## config.mk

```make
export PLATFORM = sky130hd
export DESIGN_NAME = japanese_charset_detector_flat
export DESIGN_NICKNAME = d
export VERILOG_FILES = /design/src/hw/rtl/jcd_pkg.sv /design/src/hw/rtl/jcd_in_if.sv /design/src/hw/rtl/jcd_out_if.sv /design/src/hw/rtl/japanese_charset_detector.sv /design/src/flat_wrapper.sv
export SDC_FILE = /design/constraint.sdc
export NUM_CORES = 1
export LEC_CHECK = 0
export BUFFER_PORTS_ARGS = -buffer_cell sky130_fd_sc_hd__buf_4
export CAP_MARGIN = 20
export CORE_ASPECT_RATIO = 0.9
export CORE_MARGIN = 2
export CORE_UTILIZATION = 40
export DETAILED_ROUTE_END_ITERATION = 8
export SYNTH_ARGS = -nofsm -noshare
export SYNTH_HDL_FRONTEND = slang
export SYNTH_SLANG_ARGS = --single-unit
```

## constraint.sdc

```tcl
create_clock -name i_clk -period 11.3 [get_ports i_clk]
set_input_delay 1.695 -clock i_clk [delete_from_list [all_inputs] [get_ports i_clk]]
set_output_delay 1.695 -clock i_clk [all_outputs]
set_load 0.1 [all_outputs]
```

## src/hw/rtl/jcd_pkg.sv

```systemverilog
// Package for the Japanese charset detector: charset codes, scanner states,
// UTF-8 bound codes and byte constants. No dependencies.
package jcd_pkg;

    localparam int COUNT_WIDTH_DEF = 16;
    localparam int CS_W            = 3;
    localparam int VERDICT_W       = 2;

    // charset result codes
    localparam logic [CS_W-1:0] CS_ASCII = 3'd0;
    localparam logic [CS_W-1:0] CS_EUC   = 3'd1;
    localparam logic [CS_W-1:0] CS_JIS   = 3'd2;
    localparam logic [CS_W-1:0] CS_SJIS  = 3'd3;
    localparam logic [CS_W-1:0] CS_UTF8  = 3'd4;

    // early verdict codes (low bits of the charset code)
    localparam logic [VERDICT_W-1:0] VD_NONE = 2'd0;
    localparam logic [VERDICT_W-1:0] VD_EUC  = 2'd1;
    localparam logic [VERDICT_W-1:0] VD_JIS  = 2'd2;
    localparam logic [VERDICT_W-1:0] VD_SJIS = 2'd3;

    // UTF-8 continuation bound adjustments
    localparam logic [1:0] U8_LIM_NONE = 2'd0;
    localparam logic [1:0] U8_LIM_LO   = 2'd1;
    localparam logic [1:0] U8_LIM_HI   = 2'd2;

    localparam logic [7:0] BYTE_ESC    = 8'd27;
    localparam logic [7:0] BYTE_SS2    = 8'd142;
    localparam logic [7:0] BYTE_DOLLAR = 8'h24;
    localparam logic [7:0] BYTE_AT     = 8'h40;
    localparam logic [7:0] BYTE_B      = 8'h42;

    typedef enum logic [5:0] {
        SCAN_NORMAL     = 6'b000001,
        SCAN_ESC        = 6'b000010,
        SCAN_ESC_DOLLAR = 6'b000100,
        SCAN_SS2        = 6'b001000,
        SCAN_LEAD       = 6'b010000,
        SCAN_STOP       = 6'b100000
    } t_scan;

endpackage

```

## src/hw/rtl/jcd_in_if.sv

```systemverilog
// Input channel of the charset detector: one text byte and a last flag per beat.
// Depends on nothing.
interface jcd_in_if;
    logic       valid;
    logic       ready;
    logic [7:0] text_byte;
    logic       is_last;

    modport source(output valid, output text_byte, output is_last, input ready);
    modport sink(input valid, input text_byte, input is_last, output ready);
endinterface

```

## src/hw/rtl/jcd_out_if.sv

```systemverilog
// Output channel of the charset detector: one charset code per beat.
// Depends on jcd_pkg for the code width.
interface jcd_out_if;
    logic                     valid;
    logic                     ready;
    logic [jcd_pkg::CS_W-1:0] charset;

    modport source(output valid, output charset, input ready);
    modport sink(input valid, input charset, output ready);
endinterface

```

## src/hw/rtl/japanese_charset_detector.sv

```systemverilog
// Japanese charset detector top level: input register, byte trackers, result register.
// Depends on jcd_pkg, jcd_in_if and jcd_out_if.
//
//  channel | dir | payload              | beat
//  i_in    | in  | text_byte, is_last   | one byte of the string
//  o_out   | out | charset              | one code per string, on its last byte
//
// One byte per cycle sustained unless a last byte is held; a byte is registered, then all
// trackers update on a non-zero byte as it leaves the input register, and the code of a
// last byte lands in the result register at that point.
// Synchronous active-low reset clears all tracker state; no clearing pass.
// Non-last bytes keep flowing while a result waits; a last byte holds in the input
// register only while the result register is full and o_out.ready is low.
module japanese_charset_detector #(
    parameter int COUNT_WIDTH = jcd_pkg::COUNT_WIDTH_DEF
) (
    input  logic     i_clk,
    input  logic     i_rst_n,
    jcd_in_if.sink   i_in,
    jcd_out_if.source o_out
);
    import jcd_pkg::*;

    // input register
    logic       r_in_valid;
    logic [7:0] r_byte;
    logic       r_last;

    // result register
    logic            r_out_valid;
    logic [CS_W-1:0] r_cs;

    // tracker state
    t_scan                  r_mode, n_mode;
    logic [VERDICT_W-1:0]   r_verdict, n_verdict;
    logic                   r_vvalid, n_vvalid;
    logic [7:0]             r_sjis_prev, r_euc_prev;
    logic                   r_sjis_skip, n_sjis_skip;
    logic                   r_euc_skip, n_euc_skip;
    logic [COUNT_WIDTH-1:0] r_sjis_cnt, n_sjis_cnt;
    logic [COUNT_WIDTH-1:0] r_euc_cnt, n_euc_cnt;
    logic [1:0]             r_u8_pend, n_u8_pend;
    logic [1:0]             r_u8_lim, n_u8_lim;
    logic                   r_u8_bad, n_u8_bad;

    logic            advance;
    logic            byte_nz;
    logic [7:0]      u8_lo, u8_hi;
    logic [CS_W-1:0] n_cs;

    assign byte_nz    = (r_byte != 8'd0);
    assign advance    = r_in_valid && (!r_last || !r_out_valid || o_out.ready);
    assign i_in.ready = !r_in_valid || advance;

    assign o_out.valid   = r_out_valid;
    assign o_out.charset = r_cs;

    // first-pass scanner
    always_comb begin
        n_mode    = r_mode;
        n_verdict = r_verdict;
        n_vvalid  = r_vvalid;
        if (byte_nz) begin
            case (r_mode)
                SCAN_NORMAL: begin
                    if (r_byte == BYTE_ESC) begin
                        n_mode = SCAN_ESC;
                    end else if (r_byte inside {[8'h81:8'h8d], [8'h8f:8'h9f]}) begin
                        n_verdict = VD_SJIS;
                        n_vvalid  = 1'b1;
                        n_mode    = SCAN_STOP;
                    end else if (r_byte == BYTE_SS2) begin
                        n_mode = SCAN_SS2;
                    end else if (r_byte inside {[8'ha1:8'hdf]}) begin
                        n_mode = SCAN_LEAD;
                    end else if (r_byte inside {[8'hf0:8'hfe]}) begin
                        n_verdict = VD_EUC;
                        n_vvalid  = 1'b1;
                        n_mode    = SCAN_STOP;
                    end
                end
                SCAN_ESC: begin
                    n_mode = (r_byte == BYTE_DOLLAR) ? SCAN_ESC_DOLLAR : SCAN_NORMAL;
                end
                SCAN_ESC_DOLLAR: begin
                    if (r_byte == BYTE_B || r_byte == BYTE_AT) begin
                        n_verdict = VD_JIS;
                        n_vvalid  = 1'b1;
                        n_mode    = SCAN_STOP;
                    end else begin
                        n_mode = SCAN_NORMAL;
                    end
                end
                SCAN_SS2: begin
                    if (r_byte inside {[8'h40:8'h7e], [8'h80:8'ha0], [8'he0:8'hfc]}) begin
                        n_verdict = VD_SJIS;
                        n_vvalid  = 1'b1;
                        n_mode    = SCAN_STOP;
                    end else if (r_byte inside {[8'ha1:8'hdf]}) begin
                        n_mode = SCAN_STOP;
                    end else begin
                        n_mode = SCAN_NORMAL;
                    end
                end
                SCAN_LEAD: begin
                    if (r_byte inside {8'ha0, [8'he0:8'hfe]}) begin
                        n_verdict = VD_EUC;
                        n_vvalid  = 1'b1;
                        n_mode    = SCAN_STOP;
                    end else begin
                        n_mode = SCAN_NORMAL;
                    end
                end
                SCAN_STOP: begin
                    n_mode = SCAN_STOP;
                end
                default: begin
                    n_mode = SCAN_NORMAL;
                end
            endcase
        end
    end

    // pair counters, saturating; the partner byte of a pair is not tested
    always_comb begin
        n_sjis_skip = r_sjis_skip;
        n_sjis_cnt  = r_sjis_cnt;
        n_euc_skip  = r_euc_skip;
        n_euc_cnt   = r_euc_cnt;
        if (byte_nz) begin
            if (r_sjis_skip) begin
                n_sjis_skip = 1'b0;
            end else if ((r_sjis_prev inside {[8'h81:8'h9f], [8'he0:8'hfc]}) &&
                         (r_byte inside {[8'h40:8'h7e], [8'h80:8'hfc]})) begin
                if (r_sjis_cnt != '1) begin
                    n_sjis_cnt = r_sjis_cnt + 1'b1;
                end
                n_sjis_skip = 1'b1;
            end
            if (r_euc_skip) begin
                n_euc_skip = 1'b0;
            end else if ((r_euc_prev inside {[8'ha1:8'hfe]}) &&
                         (r_byte inside {[8'ha1:8'hfe]})) begin
                if (r_euc_cnt != '1) begin
                    n_euc_cnt = r_euc_cnt + 1'b1;
                end
                n_euc_skip = 1'b1;
            end
        end
    end

    // strict UTF-8 check
    always_comb begin
        n_u8_pend = r_u8_pend;
        n_u8_lim  = r_u8_lim;
        n_u8_bad  = r_u8_bad;
        u8_lo     = 8'h80;
        u8_hi     = 8'hbf;
        if (r_u8_lim == U8_LIM_LO) begin
            u8_lo = (r_u8_pend == 2'd2) ? 8'ha0 : 8'h90;
        end else if (r_u8_lim == U8_LIM_HI) begin
            u8_hi = (r_u8_pend == 2'd2) ? 8'h9f : 8'h8f;
        end
        if (byte_nz && !r_u8_bad) begin
            n_u8_lim = U8_LIM_NONE;
            if (r_u8_pend == 2'd0) begin
                if (r_byte[7] == 1'b0) begin
                    n_u8_pend = 2'd0;
                end else if (r_byte inside {[8'hc2:8'hdf]}) begin
                    n_u8_pend = 2'd1;
                end else if (r_byte inside {[8'he0:8'hef]}) begin
                    n_u8_pend = 2'd2;
                    if (r_byte == 8'he0) n_u8_lim = U8_LIM_LO;
                    if (r_byte == 8'hed) n_u8_lim = U8_LIM_HI;
                end else if (r_byte inside {[8'hf0:8'hf4]}) begin
                    n_u8_pend = 2'd3;
                    if (r_byte == 8'hf0) n_u8_lim = U8_LIM_LO;
                    if (r_byte == 8'hf4) n_u8_lim = U8_LIM_HI;
                end else begin
                    n_u8_bad = 1'b1;
                end
            end else if (r_byte < u8_lo || r_byte > u8_hi) begin
                n_u8_bad  = 1'b1;
                n_u8_pend = 2'd0;
            end else begin
                n_u8_pend = r_u8_pend - 2'd1;
            end
        end
    end

    // final decision, taken on the updated state
    always_comb begin
        if (!n_u8_bad && n_u8_pend == 2'd0) begin
            n_cs = CS_UTF8;
        end else if (n_vvalid) begin
            n_cs = {1'b0, n_verdict};
        end else if (n_sjis_cnt > n_euc_cnt) begin
            n_cs = CS_SJIS;
        end else if (n_euc_cnt != '0) begin
            n_cs = CS_EUC;
        end else begin
            n_cs = CS_ASCII;
        end
    end

    always_ff @(posedge i_clk) begin
        if (!i_rst_n) begin
            r_in_valid <= 1'b0;
        end else if (i_in.ready) begin
            r_in_valid <= i_in.valid;
        end
    end

    always_ff @(posedge i_clk) begin
        if (i_in.valid && i_in.ready) begin
            r_byte <= i_in.text_byte;
            r_last <= i_in.is_last;
        end
    end

    always_ff @(posedge i_clk) begin
        if (!i_rst_n) begin
            r_out_valid <= 1'b0;
        end else if (advance && r_last) begin
            r_out_valid <= 1'b1;
        end else if (o_out.ready) begin
            r_out_valid <= 1'b0;
        end
    end

    always_ff @(posedge i_clk) begin
        if (advance && r_last) begin
            r_cs <= n_cs;
        end
    end

    always_ff @(posedge i_clk) begin
        if (!i_rst_n || (advance && r_last)) begin
            r_mode      <= SCAN_NORMAL;
            r_verdict   <= VD_NONE;
            r_vvalid    <= 1'b0;
            r_sjis_prev <= 8'd0;
            r_sjis_skip <= 1'b0;
            r_euc_prev  <= 8'd0;
            r_euc_skip  <= 1'b0;
            r_sjis_cnt  <= '0;
            r_euc_cnt   <= '0;
            r_u8_pend   <= 2'd0;
            r_u8_lim    <= U8_LIM_NONE;
            r_u8_bad    <= 1'b0;
        end else if (advance && byte_nz) begin
            r_mode      <= n_mode;
            r_verdict   <= n_verdict;
            r_vvalid    <= n_vvalid;
            r_sjis_prev <= r_byte;
            r_sjis_skip <= n_sjis_skip;
            r_euc_prev  <= r_byte;
            r_euc_skip  <= n_euc_skip;
            r_sjis_cnt  <= n_sjis_cnt;
            r_euc_cnt   <= n_euc_cnt;
            r_u8_pend   <= n_u8_pend;
            r_u8_lim    <= n_u8_lim;
            r_u8_bad    <= n_u8_bad;
        end
    end

endmodule

```

## src/flat_wrapper.sv

```systemverilog
// flat-port wrapper written by rule: the top's interface ports become plain ports
module japanese_charset_detector_flat import jcd_pkg::*;
#(
    parameter int COUNT_WIDTH = jcd_pkg::COUNT_WIDTH_DEF
)
  (i_clk, i_rst_n, i_in_valid, i_in_text_byte, i_in_is_last, i_in_ready, o_out_valid, o_out_charset, o_out_ready);
  jcd_in_if i_in_i ();
  jcd_out_if o_out_i ();
  input  logic i_clk;
  input  logic i_rst_n;
  input wire logic [$bits(i_in_i.valid)-1:0] i_in_valid;
  input wire logic [$bits(i_in_i.text_byte)-1:0] i_in_text_byte;
  input wire logic [$bits(i_in_i.is_last)-1:0] i_in_is_last;
  output wire logic [$bits(i_in_i.ready)-1:0] i_in_ready;
  output wire logic [$bits(o_out_i.valid)-1:0] o_out_valid;
  output wire logic [$bits(o_out_i.charset)-1:0] o_out_charset;
  input wire logic [$bits(o_out_i.ready)-1:0] o_out_ready;
  assign i_in_i.valid = i_in_valid;
  assign i_in_i.text_byte = i_in_text_byte;
  assign i_in_i.is_last = i_in_is_last;
  assign i_in_ready = i_in_i.ready;
  assign o_out_valid = o_out_i.valid;
  assign o_out_charset = o_out_i.charset;
  assign o_out_i.ready = o_out_ready;
  japanese_charset_detector #(.COUNT_WIDTH(COUNT_WIDTH)) u_core (.i_clk(i_clk), .i_rst_n(i_rst_n), .i_in(i_in_i), .o_out(o_out_i));
endmodule
```

==> run summary, run 1 <==
status: complete, no violations
synthesized flop and latch total: 70
Area contributors post-synth: dfxtp_1 (24%), edfxtp_1 (7.3%), ha_1 (5.8%)
average wire per standard cell: 15.87 µm
cell taking the most area after synthesis: dfxtp_1
ant diodes: 0
yosys warns: 0
count of cell types in the netlist: 67
crit start category: register
slew of the pin with the lowest slew margin: 846.5 ps
maximum clock path buffer count: 2
Final min period: 4513 ps
clk_lat worst skew: 340 ps
initial core utilization: 0.4100
Syn Area/Cell: 7.755 µm²
Fin. Hold Viols: 0
# Post-CTS Setup Buffers: 0
synth-to-layout area growth: 10.02%
largest net degree at the start of global routing: 56
All-Layer GR Usage: 0.1982
Max VDD drop: 0.07650 mV
Reg2Reg Depth: 14
vias in the first global route: 4,113
CTS tree: done
Clock transition at path regs: 60 ps
Final TNS setup: 0 ps
Hold Crit Depth: 2
most frequent cells in the layout: nand2_1 (68), nor2_1 (64), dfxtp_1 (58), a21oi_1 (47), nand3_1 (34)
hold endpoint: u_core.r_sjis_skip
die span in y: 109.3 µm
CTS Buf Count: 9
origin of the critical flop-to-flop path: u_core.r_byte[5]
Post-synth EDFFs: 12
CTS resizes: 0
crit path DAT: 4590 ps
Async SR Flop Fraction: 0
max-cap violation count: 0
RSZ-0062 raised after global routing: no
DR vias: 4,633
top-area cell type share of the netlist area: 0.2354
routability cong.: 0.9154
io pins: 18
crit-path max FO: 15
mapped cell area: 4932 µm²
Clock Skew: 5.726 ps
post-route ant nets: 0
first-pass GRT wire length: 20,880 µm
First DRT Iteration DRCs: 383
dpl hpwl: 8933 µm
Worst Path Required: 11,380 ps
crit path capture type: register
TritonRoute pass-1 iters: 5
remaining global-route overflow: 0
Crit Path Class: register to register
full die area: 13,240 µm²
Syn Nets: 672
# port buffers: 17
pre-CTS setup slack: 6839 ps
clock root buffer: clkbuf_16
FMAX: 0.2216 GHz
WHS: 458.5 ps
prevailing post-synth register cell: dfxtp_1
PwrDens: 112.9 nW/µm²
Num Clock Sinks: 70
Leak: 1.936 nW
Mapped Cells: 636
share of layout cells above drive strength 1: 0.08558
Hold Crit Class: register to register
max-slew violation count: 0
slew margin rel.: 0.4310
Die W: 121.1 µm
FP Rows: 38
r2r setup slk: 6790 ps
worst reg2reg endpoint: u_core.o_out.charset[0]
DRC errors left: 0
WL final: 12,560 µm
final worst slack: 6787 ps
sequential fraction of the synthesis area: 0.3085
min-delay src: u_core.r_sjis_skip
Final period util: 0.3994
Util after Layout: 0.4511
CTS Hold Buffers Added: 0
core area: 12,030 µm²
H-tree level count: 3
crit path from: u_core.r_byte[5]
vias per cell: 5.857
Setup-failing EPs final: 0
initial antenna violation count: 0
nets@finish: 662
commonest non-fill, non-tap cell in the layout: nand2_1
## per-layer routing
metal / track usage / vias up / wire length, µm
li1: - / 2305 / -
met1: 0.2923 / 2144 / 6253
met2: 0.2881 / 165 / 5326
met3: 0.03734 / 19 / 762
met4: 0.06811 / 0 / 214
met5: 0 / - / 0
## flip-flops by register name, indices dropped and copies added (netlist names), 2 cells and up
name / count
u_core.o_out.charset: 3
u_core.r_mode: 6
u_core.r_euc_cnt: 16
u_core.r_u8_pend: 2
u_core.r_verdict: 2
u_core.r_u8_lim: 2
u_core.r_sjis_cnt: 16
u_core.r_byte: 8
u_core.r_euc_prev: 8
## kinds of logic after synthesis
family                     share of synthesized area
adders and majority gates                    0.05835
xor gates and xnor gates                     0.07636
DFF                                           0.3085
buffers and inverters                        0.04490
muxes                                        0.01497
and+or+nand+nor                               0.3293
AOI/OAI and AO/OA                             0.1677
## critical path: stages, from the launching register on
cell and delay (ps):
edfxtp_1 660, o21ai_1 150, or4b_4 510, or4_4 520, nor2_1 640, nand2_1 140
xor2_1 190, ha_1 330, a21o_1 180, nand3_1 80, a21oi_1 70, a211oi_1 210
a21oi_1 160, nor4_1 300, a31oi_1 110
## worst max-delay path by stage
stage	to	slack (ps)
detailed placement	u_core.o_out.charset[0]	6840
global route	u_core.o_out.charset[0]	6390
floorplan	i_in_ready	6910
finish	u_core.o_out.charset[0]	6790
CTS	u_core.o_out.charset[0]	6800
global placement	u_core.o_out.charset[0]	6930
## stage by stage
step / std cells / power, mW / instance area, µm²
6_report: 791 / 0.6124 / 5426
5_1_grt: 791 / 0.6346 / 5426
4_1_cts: 790 / 0.6142 / 5406
3_5_place_dp: 774 / 0.3334 / 5112
3_3_place_gp: 774 / 0.3326 / 5112
2_1_floorplan: 636 / 0.3168 / 4932
## layout make-up
class | instances | area (µm²)
Fill cell | 1181 | 6603
Multi-Input combinational cell | 510 | 3192
Timing Repair Buffer | 20 | 162.7
Clock buffer | 12 | 246.5
Tap cell | 160 | 200.2
Inverter | 15 | 56.30
Clock inverter | 4 | 47.55
Sequential cell | 70 | 1521
## synth_stat cells (13+ instances only)
master and instances:
nand2_1 69, nor2_1 64, dfxtp_1 58, a21oi_1 47, clkbuf_1 34, nand3_1 34, nor3_1 30, xor2_1 24
ha_1 23, xnor2_1 19, nand4_1 17, o21ai_0 17, inv_1 15, nor4_1 13
## power breakdown
group | leakage [nW] | internal [mW] | switching (mW)
clock network | 0.143 | 0.176 | 0.106
registers | 0.586 | 0.260 | 0.00996
logic | 1.21 | 0.0222 | 0.0377
total | 1.94 | 0.459 | 0.154
No activity file was read; power rests on OpenSTA's default activity.
==> inputs of run 2 (changes only) <==
Clock period 11.3 ns to 4.3 ns, I/O delays scaled along.
==> run summary, run 2 (same netlist as run 1, synthesis figures left out) <==
routability cong.: 0.8965 (-2.1%)
share of layout cells above drive strength 1: 0.1179 (+0.03234)
core area: 12,030 µm² (unchanged)
io pins: 18 (unchanged)
Max VDD drop: 0.1774 mV (+130%)
Fin. Hold Viols: 0 (unchanged)
crit-path max FO: 7 (-8)
Setup-failing EPs final: 0 (unchanged)
worst stage delay on the critical path: 500 ps (-160 ps)
most frequent cells in the layout: nand2_1 (68), nor2_1 (64), dfxtp_1 (58), a21oi_1 (47), buf_4 (42)
CP max stage cell: or4_1
vias in the first global route: 4,245 (+3.2%)
H-tree level count: 3 (unchanged)
DR vias: 4,682 (+1.1%)
initial core utilization: 0.4100 (unchanged)
RSZ-0062 raised after global routing: no
FMAX: 0.2489 GHz (+12%)
max layer used: met4
clk_lat worst skew: 340 ps (about the same)
dpl hpwl: 9473 µm (+6.0%)
maximum clock path buffer count: 2 (unchanged)
nets@finish: 684 (+3.3%)
Die W: 121.1 µm (unchanged)
vias per cell: 5.759 (-1.7%)
Clock transition at path regs: 60 ps (about the same)
slew of the pin with the lowest slew margin: 732.1 ps (-114.4 ps)
initial antenna violation count: 0 (unchanged)
die span in y: 109.3 µm (unchanged)
first-pass GRT wire length: 21,260 µm (+1.8%)
routed wl met2: 5299 µm (-0.51%)
Clock Skew: 8.661 ps (+2.934 ps)
WL met1: 6578 µm (+5.2%)
PwrDens: 281.2 nW/µm² (+150%)
Final min period: 4017 ps (-496.2 ps)
Final period util: 0.9342 (+0.5348)
full die area: 13,240 µm² (unchanged)
# port buffers: 17 (unchanged)
clock root buffer: clkbuf_16
DRC errors left: 0 (unchanged)
largest net degree at the start of global routing: 37 (-34%)
ant diodes: 0 (unchanged)
FP Rows: 38 (unchanged)
status: complete, no violations
crit-path cells: ha_1, nand4_1, or4_1, and2_1, a2111o_1, and2_1, ha_1, a21o_1, a21o_1, a211oi_1, a21oi_1, nor4_1, a31oi_1
Num Clock Sinks: 70 (unchanged)
crit path DAT: 4100 ps (-490 ps)
synth-to-layout area growth: 12.79%
CTS Buf Count: 9 (unchanged)
Worst Path Required: 4380 ps (-7000 ps)
crit path capture type: register
CTS tree: done
commonest non-fill, non-tap cell in the layout: nand2_1
All-Layer GR Usage: 0.2040 (+0.005780)
average wire per standard cell: 15.95 µm (+0.46%)
Crit Path Class: register to register
met3 WL: 797 µm (+4.6%)
Hold Crit Class: register to register
Final TNS setup: 0 ps (unchanged)
WL final: 12,970 µm (+3.2%)
max-cap violation count: 0 (unchanged)
remaining global-route overflow: 0 (unchanged)
post-route ant nets: 0 (unchanged)
First DRT Iteration DRCs: 369 (-3.7%)
crit start category: register
biggest regs: u_core.r_euc_cnt x16, u_core.r_sjis_cnt x16
TritonRoute pass-1 iters: 5 (unchanged)
max-slew violation count: 0 (unchanged)
Leak: 2.032 nW (+4.9%)
slew margin rel.: 0.5079 (+0.07689)
Overall Power: 1.564 mW (+160%)
[run 2: per-layer routing]
metal,GRT usage,vias to the layer above
met2,0.2893,136
met5,0,-
met4,0.08638,0
li1,-,2353
met3,0.03890,21
met1,0.3002,2172
[run 2: layout make-up]
class                           count  area, µm²
Clock buffer                       11      242.7
Clock inverter                      5      25.02
Fill cell                        1204       6466
Inverter                           15      56.30
Multi-Input combinational cell    510       3202
Sequential cell                    70       1521
Tap cell                          160      200.2
Timing Repair Buffer               42      315.3
[run 2: critical path, delay by kind of cell, from the launching register on]
kind / cells / cell delay [ps]
adder cells (fa/ha/maj): 2 / 680
flip-flops: 1 / 480
AND/OR/NAND/NOR: 5 / 1340
AO/OA/AOI/OAI: 6 / 1260
[run 2: timing repair]
item,in CTS,in global routing
setup endpoints to repair,0,1
resized for setup,0,2
hold buffers,0,0
buffers inserted,0,8
[run 2: final timing paths]
| path | from | endpoint | slack (ps) | cells past startpoint |
|---|---|---|---|---|
| max | u_core.r_euc_cnt[0] | u_core.o_out.charset[0] | 280 | 13 |
| min | u_core.r_euc_skip | u_core.r_euc_skip | 460 | 2 |
| max reg2reg | u_core.r_euc_cnt[0] | u_core.o_out.charset[0] | 280 | 13 |
| min reg2reg | u_core.r_euc_skip | u_core.r_euc_skip | 460 | 2 |
[run 2: power breakdown]
part | internal [mW] | total [mW] | switching, mW
clock network | 0.400 | 0.685 | 0.285
logic | 0.0657 | 0.179 | 0.113
registers | 0.683 | 0.701 | 0.0171
total | 1.15 | 1.56 | 0.415
[run 2: through the flow]
| step | util | instances | setup slack, ps | area [µm²] | hold WS, ps |
|---|---|---|---|---|---|
| after floorplan | - | 636 | 628.9 | 4932 | 431.2 |
| after global placement | 0.4344 | 789 | 318.6 | 5225 | 444.9 |
| after detailed placement | 0.4344 | 789 | 257.9 | 5225 | 453.1 |
| after CTS | 0.4566 | 805 | 251.2 | 5493 | 460.1 |
| after global routing | 0.4625 | 813 | 21.46 | 5563 | 470.5 |
| final | 0.4625 | 813 | 283.0 | 5563 | 457.5 |
